**config.mk**
```make
export PLATFORM = sky130hd
export DESIGN_NAME = zmodem_hex_header_parser_core
export DESIGN_NICKNAME = d
export VERILOG_FILES = /design/src/sv/zhhp_pkg.sv /design/src/sv/zmodem_hex_header_parser_core.sv
export VERILOG_INCLUDE_DIRS = /design/src /design/src/sv
export SDC_FILE = /design/constraint.sdc
export NUM_CORES = 1
export LEC_CHECK = 0
export BUFFER_PORTS_ARGS = -buffer_cell sky130_fd_sc_hd__buf_2
export CORE_UTILIZATION = 63
export DETAILED_ROUTE_END_ITERATION = 12
export PLACE_DENSITY = 0.84
export REMOVE_ABC_BUFFERS = 1
export SLEW_MARGIN = 40
export SYNTH_ARGS = -nofsm -noshare
export SYNTH_HDL_FRONTEND = slang
export SYNTH_SLANG_ARGS = --single-unit
```
**constraint.sdc**
```tcl
create_clock -name clk_i -period 8.29 [get_ports clk_i]
set_clock_uncertainty 0.15 [all_clocks]
set_input_delay 0 -clock clk_i [delete_from_list [all_inputs] [get_ports clk_i]]
set_output_delay 0 -clock clk_i [all_outputs]
set_load 0.1 [all_outputs]
```
**src/sv/zmodem_hex_header_parser_core_assert.svh**
```systemverilog
// Assertion macros for the hex header parser.
`ifndef ZMODEM_HEX_HEADER_PARSER_CORE_ASSERT_SVH
`define ZMODEM_HEX_HEADER_PARSER_CORE_ASSERT_SVH

`ifndef ASSERT_OFF

// Property checked on every rising clock edge, off while reset is low.
`define ZHHP_ASSERT(lbl, clk, rstn, prop) \
  lbl: assert property (@(posedge clk) disable iff (!rstn) prop) \
    else $error("zhhp assertion failed");

// Property checked on every rising clock edge, reset included.
`define ZHHP_ASSERT_ALWAYS(lbl, clk, prop) \
  lbl: assert property (@(posedge clk) prop) \
    else $error("zhhp assertion failed");

`else

`define ZHHP_ASSERT(lbl, clk, rstn, prop)
`define ZHHP_ASSERT_ALWAYS(lbl, clk, prop)

`endif

`endif

```
**src/sv/zhhp_pkg.sv**
```systemverilog
package zhhp_pkg;

  // Lead-in bytes
  localparam logic [7:0] LeadPad = 8'h2A;
  localparam logic [7:0] LeadDle = 8'h18;
  localparam logic [7:0] LeadHex = 8'h42;

  // Parse phase codes; digits occupy PhFirstDigit..PhLastDigit
  localparam int unsigned DigitCount = 14;
  localparam logic [4:0] PhHunt       = 5'd0;
  localparam logic [4:0] PhDle        = 5'd1;
  localparam logic [4:0] PhHex        = 5'd2;
  localparam logic [4:0] PhFirstDigit = 5'd3;
  localparam logic [4:0] PhLastDigit  = 5'(3 + DigitCount - 1);

  // Byte slots within the header digits
  localparam logic [2:0] SlotType    = 3'd0;
  localparam logic [2:0] SlotHdr0    = 3'd1;
  localparam logic [2:0] SlotHdr1    = 3'd2;
  localparam logic [2:0] SlotHdr2    = 3'd3;
  localparam logic [2:0] SlotHdr3    = 3'd4;
  localparam logic [2:0] SlotCrcHigh = 3'd5;

  // Result status codes
  localparam logic [1:0] StOk  = 2'd0;
  localparam logic [1:0] StCrc = 2'd1;
  localparam logic [1:0] StFmt = 2'd2;

  localparam logic [15:0] CrcPoly = 16'h1021;

  // ASCII hex digit decode: {valid, value}
  function automatic logic [4:0] hex_decode(input logic [7:0] c);
    logic [4:0] r;
    r = 5'd0;
    if (c inside {[8'h30 : 8'h39]}) begin
      r = {1'b1, 4'(c - 8'h30)};
    end else if (c inside {[8'h61 : 8'h66]}) begin
      r = {1'b1, 4'(c - 8'h61 + 8'd10)};
    end else if (c inside {[8'h41 : 8'h46]}) begin
      r = {1'b1, 4'(c - 8'h41 + 8'd10)};
    end
    return r;
  endfunction

  // CRC-16 byte update, MSB first, no reflection
  function automatic logic [15:0] crc_feed(input logic [15:0] crc, input logic [7:0] b);
    logic [15:0] c;
    c = crc ^ {b, 8'h00};
    for (int i = 0; i < 8; i++) begin
      if (c[15]) begin
        c = {c[14:0], 1'b0} ^ CrcPoly;
      end else begin
        c = {c[14:0], 1'b0};
      end
    end
    return c;
  endfunction

endpackage

```
**src/sv/zmodem_hex_header_parser_core.sv**
```systemverilog
// ZMODEM hex header parser with CRC-16 check.
//
// Slave stream (s_axis_*): one received byte per item on tdata[7:0].
// Master stream (m_axis_*): one item per completed or broken header.
//   tdata  = frame type, header bytes ZP0..ZP3, CRC error count.
//   tuser  = status: ok, CRC mismatch, or non-hex digit (format error).
// Bytes outside a header (lead-in, CR/LF, noise) produce no item.
//
// Timing: a byte accepted into the input register is decoded there, and its
// result is registered in the output register, which drives m_axis_tvalid_o.
// One byte per cycle is sustained while the downstream side takes results;
// the input register and the output register make that.
// When the downstream side stalls with a result pending, the input
// register fills and s_axis_tready_o drops until the result is taken.
//
// Reset: the parser hunts for ZPAD, both registers are empty and the CRC
// error count is zero.
module zmodem_hex_header_parser_core (
  input  logic        clk_i,
  input  logic        rst_ni,
  input  logic        s_axis_tvalid_i,
  output logic        s_axis_tready_o,
  input  logic [7:0]  s_axis_tdata_i,   // [7:0] rx_byte
  output logic        m_axis_tvalid_o,
  input  logic        m_axis_tready_i,
  output logic [55:0] m_axis_tdata_o,   // [7:0] frame_type, [15:8] header_byte0,
                                        // [23:16] header_byte1, [31:24] header_byte2,
                                        // [39:32] header_byte3, [55:40] crc_error_total
  output logic [1:0]  m_axis_tuser_o    // [1:0] status
);
  import zhhp_pkg::*;

  `include "zmodem_hex_header_parser_core_assert.svh"

  // Input register
  logic       in_valid_q;
  logic [7:0] in_byte_q;

  // Parser state
  logic [4:0]  phase_q, phase_d;
  logic [3:0]  nib_q, nib_d;
  logic [7:0]  type_q, type_d;
  logic [31:0] hdr_q, hdr_d;
  logic [15:0] crc_q, crc_d;
  logic [7:0]  crc_hi_q, crc_hi_d;
  logic [15:0] cnt_q, cnt_d;

  // Output register
  logic        out_valid_q;
  logic [55:0] out_data_q;
  logic [1:0]  out_status_q;

  // Combinational decode results
  logic        out_free;
  logic        proc;
  logic        res_valid;
  logic [1:0]  res_status;
  logic [7:0]  res_type;
  logic [31:0] res_hdr;
  logic [4:0]  hex_dec;
  logic [3:0]  digit_k;
  logic [2:0]  slot;
  logic [7:0]  dec_byte;
  logic [15:0] crc_fed;

  // Handshake: the decode step runs whenever the output register can take a result
  assign out_free        = !out_valid_q || m_axis_tready_i;
  assign proc            = in_valid_q && out_free;
  assign s_axis_tready_o = !in_valid_q || out_free;

  // Input register
  always_ff @(posedge clk_i or negedge rst_ni) begin
    if (!rst_ni) begin
      in_valid_q <= 1'b0;
    end else if (s_axis_tready_o) begin
      in_valid_q <= s_axis_tvalid_i;
    end
  end

  always_ff @(posedge clk_i) begin
    if (s_axis_tready_o && s_axis_tvalid_i) begin
      in_byte_q <= s_axis_tdata_i;
    end
  end

  // Decode helpers
  assign hex_dec  = hex_decode(in_byte_q);
  assign digit_k  = 4'(phase_q - PhFirstDigit);
  assign slot     = digit_k[3:1];
  assign dec_byte = {nib_q, hex_dec[3:0]};
  assign crc_fed  = crc_feed(crc_q, dec_byte);

  // Parser next state
  always_comb begin
    phase_d    = phase_q;
    nib_d      = nib_q;
    type_d     = type_q;
    hdr_d      = hdr_q;
    crc_d      = crc_q;
    crc_hi_d   = crc_hi_q;
    cnt_d      = cnt_q;
    res_valid  = 1'b0;
    res_status = StOk;
    res_type   = type_q;
    res_hdr    = hdr_q;
    if (proc) begin
      if (phase_q == PhHunt) begin
        if (in_byte_q == LeadPad) phase_d = PhDle;
      end else if (phase_q == PhDle) begin
        if (in_byte_q == LeadDle) begin
          phase_d = PhHex;
        end else if (in_byte_q != LeadPad) begin
          phase_d = PhHunt;
        end
      end else if (phase_q == PhHex) begin
        if (in_byte_q == LeadHex) begin
          phase_d  = PhFirstDigit;
          nib_d    = 4'd0;
          type_d   = 8'd0;
          hdr_d    = 32'd0;
          crc_d    = 16'd0;
          crc_hi_d = 8'd0;
        end else if (in_byte_q == LeadPad) begin
          phase_d = PhDle;
        end else begin
          phase_d = PhHunt;
        end
      end else if (phase_q > PhLastDigit) begin
        phase_d = PhHunt;
      end else if (!hex_dec[4]) begin
        // Non-hex digit: format error, fields zero
        phase_d    = PhHunt;
        res_valid  = 1'b1;
        res_status = StFmt;
        res_type   = 8'd0;
        res_hdr    = 32'd0;
      end else if (!digit_k[0]) begin
        nib_d   = hex_dec[3:0];
        phase_d = phase_q + 5'd1;
      end else begin
        phase_d = phase_q + 5'd1;
        case (slot)
          SlotType: begin
            type_d = dec_byte;
            crc_d  = crc_fed;
          end
          SlotHdr0: begin
            hdr_d[7:0] = dec_byte;
            crc_d      = crc_fed;
          end
          SlotHdr1: begin
            hdr_d[15:8] = dec_byte;
            crc_d       = crc_fed;
          end
          SlotHdr2: begin
            hdr_d[23:16] = dec_byte;
            crc_d        = crc_fed;
          end
          SlotHdr3: begin
            hdr_d[31:24] = dec_byte;
            crc_d        = crc_fed;
          end
          SlotCrcHigh: begin
            crc_hi_d = dec_byte;
          end
          default: begin
            // Last digit: compare received CRC and report
            phase_d   = PhHunt;
            res_valid = 1'b1;
            if ({crc_hi_q, dec_byte} != crc_q) begin
              res_status = StCrc;
              if (cnt_q != 16'hFFFF) cnt_d = cnt_q + 16'd1;
            end
          end
        endcase
      end
    end
  end

  // Parser state registers
  always_ff @(posedge clk_i or negedge rst_ni) begin
    if (!rst_ni) begin
      phase_q  <= PhHunt;
      nib_q    <= 4'd0;
      type_q   <= 8'd0;
      hdr_q    <= 32'd0;
      crc_q    <= 16'd0;
      crc_hi_q <= 8'd0;
      cnt_q    <= 16'd0;
    end else begin
      phase_q  <= phase_d;
      nib_q    <= nib_d;
      type_q   <= type_d;
      hdr_q    <= hdr_d;
      crc_q    <= crc_d;
      crc_hi_q <= crc_hi_d;
      cnt_q    <= cnt_d;
    end
  end

  // Output register
  always_ff @(posedge clk_i or negedge rst_ni) begin
    if (!rst_ni) begin
      out_valid_q <= 1'b0;
    end else if (res_valid) begin
      out_valid_q <= 1'b1;
    end else if (m_axis_tready_i) begin
      out_valid_q <= 1'b0;
    end
  end

  always_ff @(posedge clk_i) begin
    if (res_valid) begin
      out_data_q   <= {cnt_d, res_hdr, res_type};
      out_status_q <= res_status;
    end
  end

  assign m_axis_tvalid_o = out_valid_q;
  assign m_axis_tdata_o  = out_data_q;
  assign m_axis_tuser_o  = out_status_q;

  // Assertions
  `ZHHP_ASSERT(a_fmt_fields_zero, clk_i, rst_ni,
    (out_valid_q && out_status_q == StFmt) |-> (out_data_q[39:0] == 40'd0))
  `ZHHP_ASSERT(a_cnt_monotonic, clk_i, rst_ni,
    ##1 (cnt_q >= $past(cnt_q)))
  `ZHHP_ASSERT(a_result_from_digit, clk_i, rst_ni,
    res_valid |-> (phase_q >= PhFirstDigit && phase_q <= PhLastDigit))
  `ZHHP_ASSERT_ALWAYS(a_phase_range, clk_i,
    (!rst_ni || phase_q <= PhLastDigit + 5'd1))
  `ZHHP_ASSERT(a_stall_holds_item, clk_i, rst_ni,
    !s_axis_tready_o |-> (in_valid_q && out_valid_q))

endmodule
```
### Yosys cells after proc, flatten, opt, wreduce, memory -nomap -nowiden

Index checks and enable logic that the tools add are counted.

| word-level totals | value |
|---|---|
| logic and storage cells | 187 |
| output and inout port bits | 60 |
| input port bits | 12 |
| bits in read-only memories | 0 |
| bits in writable memories | 0 |
| register bits | 157 |
| latch bits | 0 |
| memories | 0 |

| cells by class | value |
|---|---|
| shift-type cells | 0 |
| reduce and logical (&&, ||, !) cells | 34 |
| add/sub/neg operators | 8 |
| magnitude comparators | 7 |
| eq/ne operators | 18 |
| bitwise operators | 14 |
| multiplexer cells | 90 |
| div/mod/pow operators | 0 |
| multipliers | 0 |

Operators by type and width:

| cell | count |
|---|---|
| $mux 32 | 11 |
| $mux 16 | 16 |
| $mux 8 | 21 |
| $mux 13 | 8 |
| $mux 5 | 13 |
| $reduce_and 8->1 | 7 |
| $not 3->3 | 8 |
| $mux 4 | 5 |
| $reduce_bool 2->1 | 10 |
| $add 16x1->16 const B | 1 |
| $ge 8x7->1 const B | 2 |
| $le 8x7->1 const B | 2 |
| $ne 16x16->1 | 1 |
| $ne 16x16->1 const B | 1 |
| $xor 16x16->16 | 1 |
| $mux 1 | 14 |
| $reduce_or 13->1 | 1 |
| $sub 4x1->4 const B | 3 |
| $reduce_or 5->1 | 2 |
| $add 4x4->4 const B | 2 |
| $eq 8x5->1 const B | 1 |
| $eq 8x6->1 const B | 1 |
| $eq 8x7->1 const B | 1 |
| $ge 8x6->1 const B | 1 |
| 23 further kinds | 38 |

### Depth between registers and ports, before layout

| depth | value |
|---|---|
| depth after elaboration | 27 |
| depth in mapped cells | 11 |

### Worst setup path after synthesis

OpenSTA, ideal clock, no wires.

| timing path | value |
|---|---|
| path kind | register to register |
| from | reg in_byte_q[0] |
| to | reg out_data_q[0] (netlist: m_axis_tdata_o[0]), enable pin |
| arrival | 2723 ps |
| buffers on the path | 0 |
| setup time | 412 ps |
| setup slack | 5005 ps |
| cell stages (with the launch flop) | 8 |
| cell sequence | edfxtp_1 inv_1 ha_1 or3b_1 a32o_2 nand2_1 o21ai_0 inv_1 |

| on the way | value |
|---|---|
| word-level cells in the longest chain between the ends | 11 |
| elaborated cells between the ends (all ways) | 18 |

Ends and longest elaborated chain:

| element | RTL line | source |
|---|---|---|
| start, declared | zmodem_hex_header_parser_core.sv:37 | `logic [7:0] in_byte_q;` |
| start signal, assigned | zmodem_hex_header_parser_core.sv:82 | `in_byte_q <= s_axis_tdata_i;` |
| $ge 8x7->1 or $le 8x7->1 (tied branches) | zhhp_pkg.sv:39 | `end else if (c inside {[8'h41 : 8'h46]}) begin` |
| $logic_and 1x1->1 | zhhp_pkg.sv:39 |  |
| $mux 5 | zhhp_pkg.sv:39 |  |
| $mux 5 | zhhp_pkg.sv:37 | `end else if (c inside {[8'h61 : 8'h66]}) begin` |
| $mux 5 (*) | zhhp_pkg.sv:35 | `if (c inside {[8'h30 : 8'h39]}) begin` |
| $mux 1 (*) | zmodem_hex_header_parser_core.sv:130 | `end else if (!hex_dec[4]) begin` |
| $mux 1 (*) | zmodem_hex_header_parser_core.sv:128 | `end else if (phase_q > PhLastDigit) begin` |
| $mux 1 (*) | zmodem_hex_header_parser_core.sv:115 | `end else if (phase_q == PhHex) begin` |
| $mux 1 (*) | zmodem_hex_header_parser_core.sv:109 | `end else if (phase_q == PhDle) begin` |
| $mux 1 (*) | zmodem_hex_header_parser_core.sv:107 | `if (phase_q == PhHunt) begin` |
| $mux 1 (*) | zmodem_hex_header_parser_core.sv:106 | `if (proc) begin` |
| named net res_valid | zmodem_hex_header_parser_core.sv:56 | `logic res_valid;` |
| end signal, assigned | zmodem_hex_header_parser_core.sv:214 | `out_data_q <= {cnt_d, res_hdr, res_type};` |
| end, declared | zmodem_hex_header_parser_core.sv:50 | `logic [55:0] out_data_q;` |

The timed path passes the listed nets; every way through them passes the cells marked *.
A chain may end at the register's enable or synchronous reset.

### Worst setup path in the final report

| timing path | value |
|---|---|
| from | reg phase_q[0] |
| to | reg out_data_q[47] (netlist: m_axis_tdata_o[47]), data pin |

| on the way | value |
|---|---|
| word-level cells in the longest chain between the ends | 11 |
| elaborated cells between the ends (all ways) | 20 |

Ends and longest elaborated chain:

| element | RTL line | source |
|---|---|---|
| start, declared | zmodem_hex_header_parser_core.sv:40 | `logic [4:0] phase_q, phase_d;` |
| start signal, assigned | zmodem_hex_header_parser_core.sv:183 | `phase_q <= PhHunt;` |
| start signal, assigned | zmodem_hex_header_parser_core.sv:191 | `phase_q <= phase_d;` |
| $sub 4x2->4 | zmodem_hex_header_parser_core.sv:88 | `assign digit_k = 4'(phase_q - PhFirstDigit);` |
| $eq 3x3->1, or another cell as far along | zmodem_hex_header_parser_core.sv:142 | `case (slot)` |
| $reduce_or 6->1 (no source line) | n/a |  |
| $mux 16 | zmodem_hex_header_parser_core.sv:142 |  |
| $mux 16 | zmodem_hex_header_parser_core.sv:137 | `end else if (!digit_k[0]) begin` |
| $mux 16 | zmodem_hex_header_parser_core.sv:130 |  |
| $mux 16 | zmodem_hex_header_parser_core.sv:128 |  |
| $mux 16 | zmodem_hex_header_parser_core.sv:115 |  |
| $mux 16 | zmodem_hex_header_parser_core.sv:109 |  |
| $mux 16 (*) | zmodem_hex_header_parser_core.sv:107 |  |
| $mux 16 (*) | zmodem_hex_header_parser_core.sv:106 |  |
| named net cnt_d[7] | zmodem_hex_header_parser_core.sv:46 | `logic [15:0] cnt_q, cnt_d;` |

Marked as above.

==> results.md <==
- Status: finished, final reports clean
- Syn. warnings: 0
- Horiz. Die Dim: 108 um
- Synth Cell Area: roughly 7100 um2
- Layout Nets: 693
- CP most frequent cell: inv_1
- Final Cycle Share: 40.9%
- Global-route usage over all layers: 26.1%
- Flop-to-flop setup slack: 4.90 ns
- Area Overhead vs Synth: 16.5%
- CTS buffer count: 17
- Clock Pin Slew Worst Setup and Hold Paths: 0.07 ns
- First-pass GRT wire length: 22.7 mm
- Tightest Pin Transition: 0.732 ns
- Leakage power: roughly 3.6 nW
- RSZ-0062 raised after global routing: no
- Number of global-route vias before repair: 4584
- Internal power: roughly 1.5 mW
- Pwr/cell area: between 300 and 400 nW/um2
- Vias per cell: 5.78
- Initial Utilization: 64.8%
- CP delay by family, top: simple AND/OR/NAND/NOR gates
- Worst R2R Start: phase_q[0]$_DFFE_PN0P_
- EDFF count, synth: 66
- Clk_lat worst skew: 0.53 ns
- CP Cell Sequence: inv_1, ha_1, inv_1, o31a_1, nor3_1, and2_1, nand3_1, nor4b_1, xor2_1
- Worst R2R Path Depth: 9
- Fmax: roughly 300 MHz
- Register area share after synthesis: 60.3%
- Final worst slack: between 4 and 5 ns
- Sequential Power Share: 38.3%
- Async set-reset flop share out of synthesis: around 58%
- Hold Startpoint: s_axis_tdata_i[2]
- Crit path kind: flop to flop
- HPWL after detailed placement: 9.23 mm
- Largest net degree at the start of global routing: 67
- Maximum vdd drop: 0.199 mV
- Switch share: 41.4%
- Post-synthesis register bit count: 157
- Comb power frac: 32.9%
- Vert. Die Dim: between 100 and 150 um
- Clock sink count: 157
- Hold EP: in_byte_q[2]$_DFFE_PP_
- CP bufs+invs: 2
- Ys flop type: dfrtp_1
- Most frequent cells in the layout: dfrtp_1, nand2_1, buf_2, edfxtp_1, o21ai_0
- Final hold slack: 0.0262 ns
- CTS tree: built
- DR WL/cell: between 15 and 20 um
- H-tree depth: 4
- Final hold violation count: 0
- Std-Cell Rows: 38
- Reg-to-Reg End: m_axis_tdata_o[47]$_DFFE_PP_
- WP data required: approximately 8.4 ns
- Tmin final: 3.39 ns
- Layout cells sized above 1: 22.7%
- Core Util, Final: 75.5%
- WHS Path Cells: 2
- Final setup vio count: 0
- I/O pin total: 72
- Remaining Overflow, GRT: 0
- Fin. max-slew vios: 0
- Crit start category: flop
- CP Capture Type: flop
- First-pass iteration count of the detailed router: 5
- Mapped Cells: 586
- Initial antenna violation count: 0
- Post-Route Setup TNS: 0 ns
- Gpl congestion: 0.900
- Clock power frac: between 20% and 30%
- P_sw: 1.03 mW
- Maximum buffer depth of the clock tree: 2
- Max-cap violations: 0
- Worst-path fanout max: 11
- PortBufs: 71
- 1st-iter DRT viols: 399
- Slew headroom: 51.1%
- Syn Area/Cell: 12.0 um2
- Hold Crit Class: primary input to flop
- WL final: 14.1 mm
- Vias post-DR: 4766
- Critical path's largest stage delay: roughly 0.53 ns
- Pre-CTS WS: 4.92 ns
- Critical Path AT: 3.49 ns
- Root buffer cell: clkbuf_8
- Distinct cells, synth: 58
- Worst path slowest cell: nor4b_1
- Die Area: around 12000 um2
- Fillers: between 600 and 700
- Core area: 10900 um2
- DRC: 0
- CTS resizes: 0
- Detail Route Antenna Nets: 0
- Diode count: 0
- Most common cell after layout, fill and taps aside: dfrtp_1
worst max-delay path by stage:
stage / cells past startpoint / endpoint / from / slack (ns)
after floorplan: 7 / m_axis_tdata_o[0]$_DFFE_PP_ / in_byte_q[0]$_DFFE_PP_ / 5.01
after global placement: 9 / hdr_q[18]$_DFFE_PN0P_ / in_byte_q[0]$_DFFE_PP_ / 5.09
after detailed placement: 9 / hdr_q[16]$_DFFE_PN0P_ / in_byte_q[0]$_DFFE_PP_ / 4.92
after CTS: 9 / hdr_q[19]$_DFFE_PN0P_ / in_byte_q[0]$_DFFE_PP_ / 4.85
after global routing: 9 / m_axis_tdata_o[47]$_DFFE_PP_ / phase_q[0]$_DFFE_PN0P_ / 4.68
final: 9 / m_axis_tdata_o[47]$_DFFE_PP_ / phase_q[0]$_DFFE_PN0P_ / 4.90
through the flow:
stage	instances	area (um2)	power, mW
after floorplan	565	6960	1.64
after global placement	778	7510	1.76
after detailed placement	778	7510	1.78
after CTS	824	8210	2.51
after global routing	824	8220	2.58
final	824	8220	2.50
layout make-up:
class,instances,area [um2],share of cell area (%)
Clock inverter,15,138,1.67
Inverter,13,51.3,0.624
Timing Repair Buffer,87,527,6.41
Clock buffer,17,414,5.04
Multi-Input combinational cell,395,2660,32.3
Tap cell,140,175,2.13
Sequential cell,157,4260,51.8
synth_stat cells (all sizes together) (12+ instances only):
| cell | instances | area, um2 |
|---|---|---|
| nor2b | 40 | 250 |
| nand3 | 17 | 85.1 |
| inv | 13 | 48.8 |
| buf | 12 | 67.6 |
| edfxtp | 66 | 1980 |
| nor2 | 23 | 86.3 |
| mux2 | 33 | 372 |
| o21ai | 51 | 255 |
| nand2 | 71 | 267 |
| xnor2 | 31 | 272 |
| dfrtp | 91 | 2280 |
| xor2 | 22 | 193 |
power by group through the flow:
stage,Clock [mW],Sequential [mW],Combinational (mW)
4_1_cts,0.729,0.958,0.820
3_3_place_gp,0,0.969,0.791
6_report,0.719,0.958,0.822
5_1_grt,0.757,0.966,0.860
2_1_floorplan,0,1.40,0.242
3_5_place_dp,0,0.972,0.808
logic make-up (layout without fill, tap and decap cells):
group,Yosys count,after routing,share of synthesized area (%)
AO/OA/AOI/OAI,90,90,7.92
XOR/XNOR,53,53,6.58
adder cells (fa/ha/maj),10,10,1.77
buffers and inverters,34,132,2.13
flip-flops,157,157,60.3
multiplexers,35,35,5.55
AND/OR/NAND/NOR,207,207,15.7
flip-flops by register name (all words and copies together), names as in the netlist:
| register | cells |
|---|---|
| m_axis_tdata_o | 56 |
| in_byte_q | 8 |
| crc_hi_q | 8 |
| nib_q | 4 |
| cnt_q | 16 |
| hdr_q | 32 |
| m_axis_tvalid_o | 1 |
| phase_q | 5 |
| in_valid_q | 1 |
| crc_q | 16 |
| m_axis_tuser_o | 2 |
| type_q | 8 |
timing repair:
item,4_1_cts,5_1_grt
setup buffers,0,0
hold endpoints to repair,111,0
hold buffers,14,0
metal layers:
layer / global-route usage [%] / share of wire [%] / vias to the layer above
li1: - / - / 2233
met5: 0 / 0 / -
met2: 44.0 / 51 / 171
met3: 4.84 / 4.7 / 29
met1: 33.4 / 42 / 2333
met4: 10.7 / 2.3 / 0
Power figures use the tool's default switching activity.
